## config.mk

```make
export PLATFORM = sky130hd
export DESIGN_NAME = can_motor_feedback_unwrapper_unit
export DESIGN_NICKNAME = d
export VERILOG_FILES = /design/src/hdl/cmfu_pkg.sv /design/src/hdl/cmfu_online_check.sv /design/src/hdl/can_motor_feedback_unwrapper_unit.sv
export SDC_FILE = /design/constraint.sdc
export NUM_CORES = 1
export LEC_CHECK = 0
export ABC_CLOCK_PERIOD_IN_PS = 7700
export BUFFER_PORTS_ARGS = -buffer_cell sky130_fd_sc_hd__buf_2
export CAP_MARGIN = 20
export CORE_UTILIZATION = 55
export CTS_BUF_LIST = sky130_fd_sc_hd__clkbuf_8 sky130_fd_sc_hd__clkbuf_16
export DETAILED_ROUTE_END_ITERATION = 10
export PLACE_DENSITY = 0.77
export SETUP_SLACK_MARGIN = 0.5
export SYNTH_ARGS = -nofsm -noshare
export SYNTH_HDL_FRONTEND = slang
export SYNTH_SLANG_ARGS = --single-unit
```

## constraint.sdc

```tcl
create_clock -name clk -period 7.7 [get_ports clk]
set_clock_uncertainty 0.05 [all_clocks]
set_input_delay 0.77 -clock clk [delete_from_list [all_inputs] [get_ports clk]]
set_output_delay 0.77 -clock clk [all_outputs]
set_load 0.02 [all_outputs]
```

## src/hdl/cmfu_pkg.sv

```systemverilog
// ----------------------------------------------------------------------------
// cmfu_pkg: shared types and constants for the motor feedback unwrapper
// Stream item layouts, per-slot record and encoder constants.
// ----------------------------------------------------------------------------
`default_nettype none

package cmfu_pkg;

    localparam int ANGLE_W   = 13;
    localparam int TIME_W    = 32;
    localparam int TIMEOUT_W = 16;
    localparam int BASE_W    = 11;

    localparam logic [6:0]  FRAME_LEN      = 7'd8;
    localparam logic [13:0] HALF_TURN      = 14'sd4096;
    localparam logic [13:0] FULL_TURN      = 14'd8192;

    // register offsets (decoded on paddr[2])
    localparam logic REG_BASE_ID = 1'b0;
    localparam logic REG_TIMEOUT = 1'b1;

    localparam logic [10:0] BASE_ID_RESET = 11'd513;
    localparam logic [15:0] TIMEOUT_RESET = 16'd100;

    // input item, last field in the lowest bits
    typedef struct packed {
        logic [2:0]  pad;
        logic [63:0] payload;
        logic [6:0]  data_length;
        logic        is_classic;
        logic        is_data_frame;
        logic        is_standard_id;
        logic [10:0] frame_id;
        logic [31:0] now_ms;
    } in_item_t;

    // result item, last field in the lowest bits
    typedef struct packed {
        logic               all_online;
        logic [31:0]        slot_frames;
        logic [7:0]         temperature;
        logic signed [15:0] phase_current;
        logic signed [15:0] motor_speed;
        logic signed [31:0] turn_position;
        logic [12:0]        encoder_angle;
        logic [1:0]         motor_index;
    } out_item_t;

    // per-slot memory record
    typedef struct packed {
        logic [ANGLE_W-1:0] last_angle;
        logic [31:0]        turn_total;
        logic [31:0]        frame_count;
    } slot_rec_t;

    // slot being updated by the item in the update stage
    typedef struct packed {
        logic        en;
        logic [3:0]  slot;
    } slot_upd_t;

endpackage

`default_nettype wire

```

## src/hdl/cmfu_online_check.sv

```systemverilog
// ----------------------------------------------------------------------------
// cmfu_online_check: all-motors-online evaluation
// Parallel per-slot timeout compare, with the current update folded in.
// ----------------------------------------------------------------------------
`default_nettype none

module cmfu_online_check
    import cmfu_pkg::*;
#(
    parameter int MOTOR_COUNT = 4
)
(
    input  wire logic [MOTOR_COUNT-1:0]             seen,
    input  wire logic [MOTOR_COUNT-1:0][TIME_W-1:0] rx_time,
    input  wire slot_upd_t                          upd,
    input  wire logic [TIME_W-1:0]                  now_ms,
    input  wire logic [TIMEOUT_W-1:0]               timeout_ms,
    output logic                                    all_online
);

    logic [MOTOR_COUNT-1:0] slot_ok;

    always_comb
    begin
        for (int i = 0; i < MOTOR_COUNT; i++)
        begin
            logic              hit;
            logic [TIME_W-1:0] age;
            hit = upd.en && (upd.slot == 4'(i));
            age = hit ? '0 : (now_ms - rx_time[i]);
            slot_ok[i] = (seen[i] || hit) && (age < {16'd0, timeout_ms});
        end
    end

    assign all_online = &slot_ok;

endmodule

`default_nettype wire

```

## src/hdl/can_motor_feedback_unwrapper_unit.sv

```systemverilog
// ----------------------------------------------------------------------------
// can_motor_feedback_unwrapper_unit: multi-turn motor feedback decoder
// Checks CAN feedback frames, unwraps the encoder angle per motor slot and
// reports speed, current, temperature and the all-motors-online status.
// ----------------------------------------------------------------------------
// Usage:
//   s_* carries one CAN frame or an online query per transfer (tuser = query).
//   m_* returns exactly one result per input transfer, in order; m_tuser is
//   set when the frame was accepted and updated a motor slot.
//   APB registers: 0x0 feedback base id, 0x4 offline timeout in ms. Write
//   them only while no transfer is in flight.
// Pipeline: slot memory read as the transfer enters the update stage, then
//   unwrap/accumulate and write back into the output register.
// Throughput: one transfer per cycle while the output is not stalled. The slot memory is read when an item
//   enters and written as it leaves the update stage; a back-to-back item
//   on the same slot takes the forwarded write-back record.
// Reset: all slots unseen, counts and totals read as zero, registers at
//   their defaults; no clearing pass, input is taken right after reset.
// Stall: a held m_tready keeps the result; one more item is taken into the
//   update stage, after which s_tready drops until the output is taken.
// ----------------------------------------------------------------------------
`default_nettype none

module can_motor_feedback_unwrapper_unit
    import cmfu_pkg::*;
#(
    parameter int MOTOR_COUNT = 4
)
(
    input  wire logic         clk,
    input  wire logic         rst_n,

    input  wire logic         s_tvalid,
    output logic              s_tready,
    // now_ms[31:0], frame_id[42:32], is_standard_id[43], is_data_frame[44],
    // is_classic[45], data_length[52:46], payload[116:53], zero pad
    input  wire logic [119:0] s_tdata,
    // req_type[0]
    input  wire logic         s_tuser,

    output logic              m_tvalid,
    input  wire logic         m_tready,
    // motor_index[1:0], encoder_angle[14:2], turn_position[46:15],
    // motor_speed[62:47], phase_current[78:63], temperature[86:79],
    // slot_frames[118:87], all_online[119]
    output logic [119:0]      m_tdata,
    // accepted[0]
    output logic              m_tuser,

    input  wire logic         psel,
    input  wire logic         penable,
    input  wire logic         pwrite,
    input  wire logic [2:0]   paddr,
    input  wire logic [31:0]  pwdata,
    output logic [31:0]       prdata,
    output logic              pready
);

    localparam int SLOT_W = (MOTOR_COUNT > 1) ? $clog2(MOTOR_COUNT) : 1;

    // configuration
    logic [BASE_W-1:0]    base_id_reg;
    logic [TIMEOUT_W-1:0] timeout_reg;
    logic                 cfg_wr;

    assign pready = 1'b1;
    assign cfg_wr = psel && penable && pwrite;

    always_comb
    begin
        unique case (paddr[2])
            REG_BASE_ID: prdata = {21'd0, base_id_reg};
            REG_TIMEOUT: prdata = {16'd0, timeout_reg};
            default:     prdata = '0;
        endcase
    end

    // input decode
    in_item_t          in_item;
    logic [BASE_W:0]   id_diff;
    logic              in_win;
    logic              in_acc;
    logic [SLOT_W-1:0] in_slot;

    assign in_item = s_tdata;
    assign id_diff = {1'b0, in_item.frame_id} - {1'b0, base_id_reg};
    assign in_win  = !id_diff[BASE_W] && (id_diff[BASE_W-1:0] < BASE_W'(MOTOR_COUNT));
    assign in_acc  = !s_tuser && in_item.is_standard_id && in_item.is_data_frame
                  && in_item.is_classic && (in_item.data_length == FRAME_LEN)
                  && in_win && (in_item.payload[63:61] == 3'd0);
    assign in_slot = in_win ? id_diff[SLOT_W-1:0] : '0;

    // pipeline control
    logic p1_valid_reg;
    logic out_valid_reg;
    logic out_adv;
    logic p1_load;
    logic wr_en;

    assign out_adv  = !out_valid_reg || m_tready;
    assign s_tready = !p1_valid_reg || out_adv;
    assign p1_load  = s_tvalid && s_tready;

    // update stage payload
    logic               p1_acc_reg;
    logic [SLOT_W-1:0]  p1_slot_reg;
    logic [ANGLE_W-1:0] p1_angle_reg;
    logic [TIME_W-1:0]  p1_now_reg;
    logic [39:0]        p1_meas_reg;

    // slot state
    slot_rec_t                         slot_mem [MOTOR_COUNT];
    slot_rec_t                         rd_rec_reg;
    slot_rec_t                         wb_rec_reg;
    logic [SLOT_W-1:0]                 wb_slot_reg;
    logic [MOTOR_COUNT-1:0]            seen_reg;
    logic [MOTOR_COUNT-1:0][TIME_W-1:0] rx_time_reg;

    // unwrap and accumulate
    slot_rec_t          cur_rec;
    slot_rec_t          rec_next;
    logic               prev_seen;
    logic signed [13:0] step_raw;
    logic signed [13:0] step;
    logic               online;
    slot_upd_t          upd;
    out_item_t          res_next;

    assign wr_en = p1_valid_reg && p1_acc_reg && out_adv;

    always_comb
    begin
        cur_rec   = (wb_slot_reg == p1_slot_reg) ? wb_rec_reg : rd_rec_reg;
        prev_seen = seen_reg[p1_slot_reg];
        step_raw  = $signed({1'b0, p1_angle_reg}) - $signed({1'b0, cur_rec.last_angle});
        priority if (step_raw > $signed(HALF_TURN))
            step = step_raw - $signed(FULL_TURN);
        else if (step_raw < -$signed(HALF_TURN))
            step = step_raw + $signed(FULL_TURN);
        else
            step = step_raw;

        rec_next.last_angle  = p1_angle_reg;
        rec_next.turn_total  = prev_seen ? cur_rec.turn_total + 32'(step) : '0;
        rec_next.frame_count = prev_seen ? cur_rec.frame_count + 32'd1 : 32'd1;
    end

    assign upd.en   = p1_acc_reg;
    assign upd.slot = 4'({3'd0, p1_slot_reg});

    cmfu_online_check #(
        .MOTOR_COUNT (MOTOR_COUNT)
    ) u_online (
        .seen       (seen_reg),
        .rx_time    (rx_time_reg),
        .upd        (upd),
        .now_ms     (p1_now_reg),
        .timeout_ms (timeout_reg),
        .all_online (online)
    );

    logic [SLOT_W+1:0] slot_ext;
    assign slot_ext = {2'b00, p1_slot_reg};

    always_comb
    begin
        res_next = '0;
        if (p1_acc_reg)
        begin
            res_next.motor_index   = slot_ext[1:0];
            res_next.encoder_angle = p1_angle_reg;
            res_next.turn_position = rec_next.turn_total;
            res_next.motor_speed   = p1_meas_reg[39:24];
            res_next.phase_current = p1_meas_reg[23:8];
            res_next.temperature   = p1_meas_reg[7:0];
            res_next.slot_frames   = rec_next.frame_count;
        end
        res_next.all_online = online;
    end

    // control state
    always_ff @(posedge clk or negedge rst_n)
    begin
        if (!rst_n)
        begin
            base_id_reg   <= BASE_ID_RESET;
            timeout_reg   <= TIMEOUT_RESET;
            p1_valid_reg  <= 1'b0;
            out_valid_reg <= 1'b0;
            seen_reg      <= '0;
            rx_time_reg   <= '0;
            wb_slot_reg   <= '0;
        end
        else
        begin
            if (cfg_wr)
            begin
                unique case (paddr[2])
                    REG_BASE_ID: base_id_reg <= pwdata[BASE_W-1:0];
                    REG_TIMEOUT: timeout_reg <= pwdata[TIMEOUT_W-1:0];
                    default: ;
                endcase
            end
            if (out_adv)
                out_valid_reg <= p1_valid_reg;
            if (s_tready)
                p1_valid_reg <= s_tvalid;
            if (wr_en)
            begin
                seen_reg[p1_slot_reg]    <= 1'b1;
                rx_time_reg[p1_slot_reg] <= p1_now_reg;
                wb_slot_reg              <= p1_slot_reg;
            end
        end
    end

    // payload and slot memory
    out_item_t out_item_reg;
    logic      out_acc_reg;

    always_ff @(posedge clk)
    begin
        if (p1_load)
        begin
            p1_acc_reg   <= in_acc;
            p1_slot_reg  <= in_slot;
            p1_angle_reg <= in_item.payload[60:48];
            p1_now_reg   <= in_item.now_ms;
            p1_meas_reg  <= in_item.payload[47:8];
            rd_rec_reg   <= slot_mem[in_slot];
        end
        if (wr_en)
        begin
            slot_mem[p1_slot_reg] <= rec_next;
            wb_rec_reg            <= rec_next;
        end
        if (out_adv && p1_valid_reg)
        begin
            out_item_reg <= res_next;
            out_acc_reg  <= p1_acc_reg;
        end
    end

    assign m_tvalid = out_valid_reg;
    assign m_tdata  = out_item_reg;
    assign m_tuser  = out_acc_reg;

endmodule

`default_nettype wire
```

=== Word-level counts from Yosys, hierarchy flattened ===
Memory sizes are Yosys's and may differ from the RTL's. A register that Yosys moved wholly into a read port is not among the register bits.
Index checks and enable logic that the tools add are counted.

* Bits in registers: 449
* Memory bits (writable): 308
* Input bits: 163
* Output and inout port bits: 156
* Word-level logic and storage cells: 111
* Memories: 1

* Add/subtract/negate cells: 10
* $lt $le $gt $ge: 9
* Eq/ne operators: 5
* Multiplexer cells: 20
* Bitwise gates (word level): 2
* Reduce and logical (&&, ||, !) cells: 37

{| class="wikitable"
|+ Memory list
! name !! words !! width !! read ports !! clocked after Yosys merged registers in !! write ports !! line !! RTL
|-
| slot_mem || 4 || 77 || 1 || 1 || 1 || can_motor_feedback_unwrapper_unit.sv:112 || <nowiki>slot_rec_t slot_mem [MOTOR_COUNT];</nowiki>
|}

{| class="wikitable"
|+ Operator list
! operator !! number
|-
| 32-bit 2-to-1 mux || 7
|-
| 128-bit bitwise mux || 1
|-
| 32-bit by 16-bit < comparator with 1-bit output || 4
|-
| 32-bit subtractor || 4
|-
| 77-bit 2-to-1 mux || 1
|-
| 32-bit demux with 2-bit select || 1
|-
| 32-bit one-hot mux with 2 select lines || 1
|-
| 32-bit by 1-bit adder with 32-bit output (second input constant) || 1
|-
| 32-bit adder || 1
|-
| 14-bit 2-to-1 mux || 2
|-
| 1-bit logical AND || 22
|-
| 14-bit adder (second input constant) || 1
|-
| 14-bit > comparator (second input constant) || 1
|-
| 14-bit by 13-bit < comparator with 1-bit output (second input constant) || 1
|-
| 13-bit by 13-bit subtractor with 14-bit output || 1
|-
| 14-bit subtractor (second input constant) || 1
|-
| 11-bit by 11-bit subtractor with 12-bit output || 1
|-
| 11-bit by 3-bit < comparator with 1-bit output (second input constant) || 1
|-
| 7-bit by 4-bit equality test with 1-bit output (second input constant) || 1
|-
| 1-bit logical OR || 6
|-
| 2-bit equality test (second input constant) || 2
|-
| 1-bit logical NOT || 4
|-
| 4-bit logical NOT || 1
|-
| 1-bit 2-to-1 mux || 4
|-
| other kinds (12) || 13
|}

=== Logic depth before layout (Yosys ltp) ===
* Depth in word-level cells: 8
* Depth in mapped cells: 33
* Mapped depth without buffers: 26

=== Cells and area by module ===
A second synthesis with hierarchy kept.

* Cell total of the unflattened synthesis: 3,705
* Area, all modules: 44,097.3 sq um

{| class="wikitable"
|+ By module, submodules not included
! module !! times used !! cells an instance !! area each (sq um) !! sequential area each (sq um)
|-
| can_motor_feedback_unwrapper_unit || 1 || 2,275 || 34,524.4 || 24,234.5
|-
| cmfu_online_check || 1 || 1,430 || 9,572.9 || 0.0
|}

=== Least setup slack after synthesis ===
No wires, ideal clock.

* Path kind: input -> register
* Start point: input port m_tready
* End point: memory slot_mem[0][0] in the netlist's numbering, enable pin
* Setup time: 0.469 ns
* Data arrival time: 7.535 ns
* Required time: 7.181 ns
* Path slack: -0.354 ns
* Stages: 6
* Path buffers: 2
* Path through: nand2b_1 > and2_1 > clkbuf_1 > nand2_1 > clkinv_1 > clkbuf_1

* Cells in the longest elaborated chain, start to end: 4

{| class="wikitable"
|+ RTL lines
! element !! line !! RTL
|-
| from (decl) || can_motor_feedback_unwrapper_unit.sv:42 || <nowiki>input wire logic m_tready,</nowiki>
|-
| 1-bit logical OR || can_motor_feedback_unwrapper_unit.sv:100 || <nowiki>assign out_adv = !out_valid_reg || m_tready;</nowiki>
|-
| 1-bit logical AND || can_motor_feedback_unwrapper_unit.sv:129 || <nowiki>assign wr_en = p1_valid_reg && p1_acc_reg && out_adv;</nowiki>
|-
| 1-bit 2-to-1 mux || can_motor_feedback_unwrapper_unit.sv:232 || <nowiki>if (wr_en)</nowiki>
|-
| 1-bit 2-to-1 mux (implied by the code) || can_motor_feedback_unwrapper_unit.sv:234 || <nowiki>slot_mem[p1_slot_reg] <= rec_next;</nowiki>
|-
| to (decl) || can_motor_feedback_unwrapper_unit.sv:112 ||
|}

No other way between the ends.

==> metrics <==
CTS max path bufs=3; design area=48000 um2; Pwr per Cell Area=327 nW/um2; Sum Neg Setup Slack=0 ns; Adder-Cell Fraction of Synth Area=7.26%; f_max=148 MHz; Sink Count=834; Critical R2R Capture=wb_rec_reg[56]$_DFFE_PP_; Synth Cell Area=42600 um2; Post-synth EDFFs=671; cell count after synthesis=3676; Setup WS pre-CTS=0.591 ns; Tmin final=6.77 ns; Slew Viols, Final=0; initial antenna violation count=3; Slew @ Worst Pin=1.05 ns; CP Capture Type=register; Synth top area share=47.3%; Syn-to-layout area delta=12.6%; sequential share of the synthesized area=56.9%; # rows=101; Post-synth top cells=edfxtp_1, nand2_1, o21ai_0, ha_1, nor2_1; chip width=280 um; Int Power=10300 uW; CP Launch Type=register; Tcrit/Tclk final=87.9%; worst skew pair latency=0.65 ns; Final Hold Viols=0; M1 wire length=43.1 mm; GP Congestion=0.918; global-route wire length before repair=155 mm; I/O pin count=319; Worst Path Max Fanout=27; Vias=29.6k; CTS Hold Bufs=0; r2r startpoint=p1_slot_reg[0]$_DFFE_PP_; TritonRoute pass-1 iters=6; worst reg2reg setup slack=0.93 ns; part of the power in combinational logic=34.4%; TritonCTS clock tree=yes; mux share of post-synthesis cell area=4.16%; Reg2Reg Depth=25; Hold Slack=0.0796 ns; uppermost layer routed=met4; fraction of registers with async set/reset=19.5%; I/O Buffers=272; overflow left after global routing=0; Max Cap Viol=0; Max-slew headroom=30.3%; cell type with the highest aggregate area in the netlist=edfxtp_1; min-delay worst type=primary input to asynchronous set/reset pin; CP max-delay cell=xor2_1; Yosys reg bits=834; cell with the most instances after synthesis=edfxtp_1; sw frac=34.0%; share of cells above drive strength 1=13.4%; chip height=280 um; Setup CP Type=register to register; Antenna Nets Post-Route=0; final setup fails=0; cts bufs inserted=86; Synth Area per Inst=11.6 um2; RSZ-0062 raised after global routing=false; run status=finished clean; simple logic cell fraction of the synthesized area=11.4%; GRT Overall Usage=25.1%; largest net degree at the start of global routing=96; routed wire length=98.7 mm; DPL Wire Length=66.2 mm; DR iter-0 viols=2257; Primary FF master, synth=edfxtp_1; top post-synthesis cells by area=edfxtp_1, dfrtp_1, ha_1, o21ai_0, mux2i_1; FF/Latch Area=24200 um2; drc violations=0; sw power=5340 uW; Clock Tree Root=clkbuf_16; xor/xnor share of the synthesized area=3.10%; Clock Power Share=27.2%; Tot Pwr=15700 uW; Routed wire per std cell=19.6 um; Max IR drop VDD=211 uV; vias in the first global route=28.8k; Worst path max stage delay=0.57 ns; largest family of logic cells by synthesized area=compound AO/OA/AOI/OAI gates; Pleak=0.0191 uW; warnings from Yosys=0; nets=4330; htree depth=3; Synth Area in Compound Gates=13.7%; Fillers=5927; DP Area=45000 um2; Die ar.=78600 um2; DR WL met3=6.09 mm; clock transition at the registers of the reported paths=0.06 ns; sequential power share=38.5%; Starting Density=55.8%; area taken by multi-input logic gates=17100 um2; Req. time, crit path=8.00 ns; post-route setup slack=0.929 ns; CP arrival=7.07 ns; Distinct cells, synth=87; vias per inst=5.88; max FFs per register=308; met2 wire len=46.9 mm; core area=76300 um2
-- power by group through the flow --
stage / Clock [uW] / Combinational (uW) / Sequential (uW)
6_report: 4260 / 5390 / 6030
3_3_place_gp: 0 / 5160 / 6100
4_1_cts: 4330 / 5320 / 6030
2_1_floorplan: 0 / 3860 / 6170
3_5_place_dp: 0 / 5280 / 6120
5_1_grt: 4500 / 5980 / 6080
-- worst max-delay path: cells and delay by family, from the launching register on --
kind	cells	cell delay, ns
AOI/OAI and AO/OA	8	2.26
xor gates and xnor gates	2	0.82
adders and majority gates	3	1.12
buffers and inverters	4	0.59
DFF	1	0.48
and+or+nand+nor	8	1.15
-- layout by cell type, fill, tap and decap left out, drive strengths merged, types with 93 or more instances in the layout --
master	n
mux2i	132
nand2	338
dfrtp	158
o21ai	315
a21oi	156
clkbuf	93
inv	237
edfxtp	671
buf	307
ha	236
and2	122
nor2	217
-- worst max path at each step --
stage / from / to / depth (start not counted)
2_1_floorplan: p1_slot_reg[0]$_DFFE_PP_ / slot_mem[0][63]$_DFFE_PP_ / 33
3_3_place_gp: p1_slot_reg[1]$_DFFE_PP_ / slot_mem[3][56]$_DFFE_PP_ / 24
3_5_place_dp: p1_slot_reg[1]$_DFFE_PP_ / slot_mem[3][56]$_DFFE_PP_ / 23
4_1_cts: p1_slot_reg[1]$_DFFE_PP_ / wb_rec_reg[56]$_DFFE_PP_ / 23
5_1_grt: p1_slot_reg[0]$_DFFE_PP_ / wb_rec_reg[56]$_DFFE_PP_ / 25
6_report: p1_slot_reg[0]$_DFFE_PP_ / wb_rec_reg[56]$_DFFE_PP_ / 25
-- kinds of logic after synthesis --
logic type,Yosys count
AOI/OAI and AO/OA,900
buffers and inverters,376
xor gates and xnor gates,149
and+or+nand+nor,1000
other,2
muxes,172
adders and majority gates,243
DFF,834
-- layer usage --
layer	global-route usage (%)	up-vias
met1	34.0	14400
met4	7.57	0
li1	-	14100
met5	0	-
met2	41.7	930
met3	3.96	171
-- through the flow --
stage / utilization (%) / cells
6_report: 62.9 / 5027
3_3_place_gp: 59.0 / 4864
2_1_floorplan: - / 3691
5_1_grt: 62.9 / 5027
4_1_cts: 62.8 / 5023
3_5_place_dp: 59.0 / 4864
-- repair_timing --
item	4_1_cts	5_1_grt
setup buffers	0	1
gates resized for setup	0	6
endpoints found under the setup margin	0	66
-- final cells by class --
class | count | share of cell area [%]
diodes | 2 | 0.0104
clock buffers | 93 | 4.71
clock inverters | 66 | 1.37
inverters | 214 | 1.71
multi-input cells | 2481 | 35.5
flip-flops and latches | 834 | 50.5
well taps | 1030 | 2.68
repair buffers | 307 | 3.49
Power figures use the tool's default switching activity.
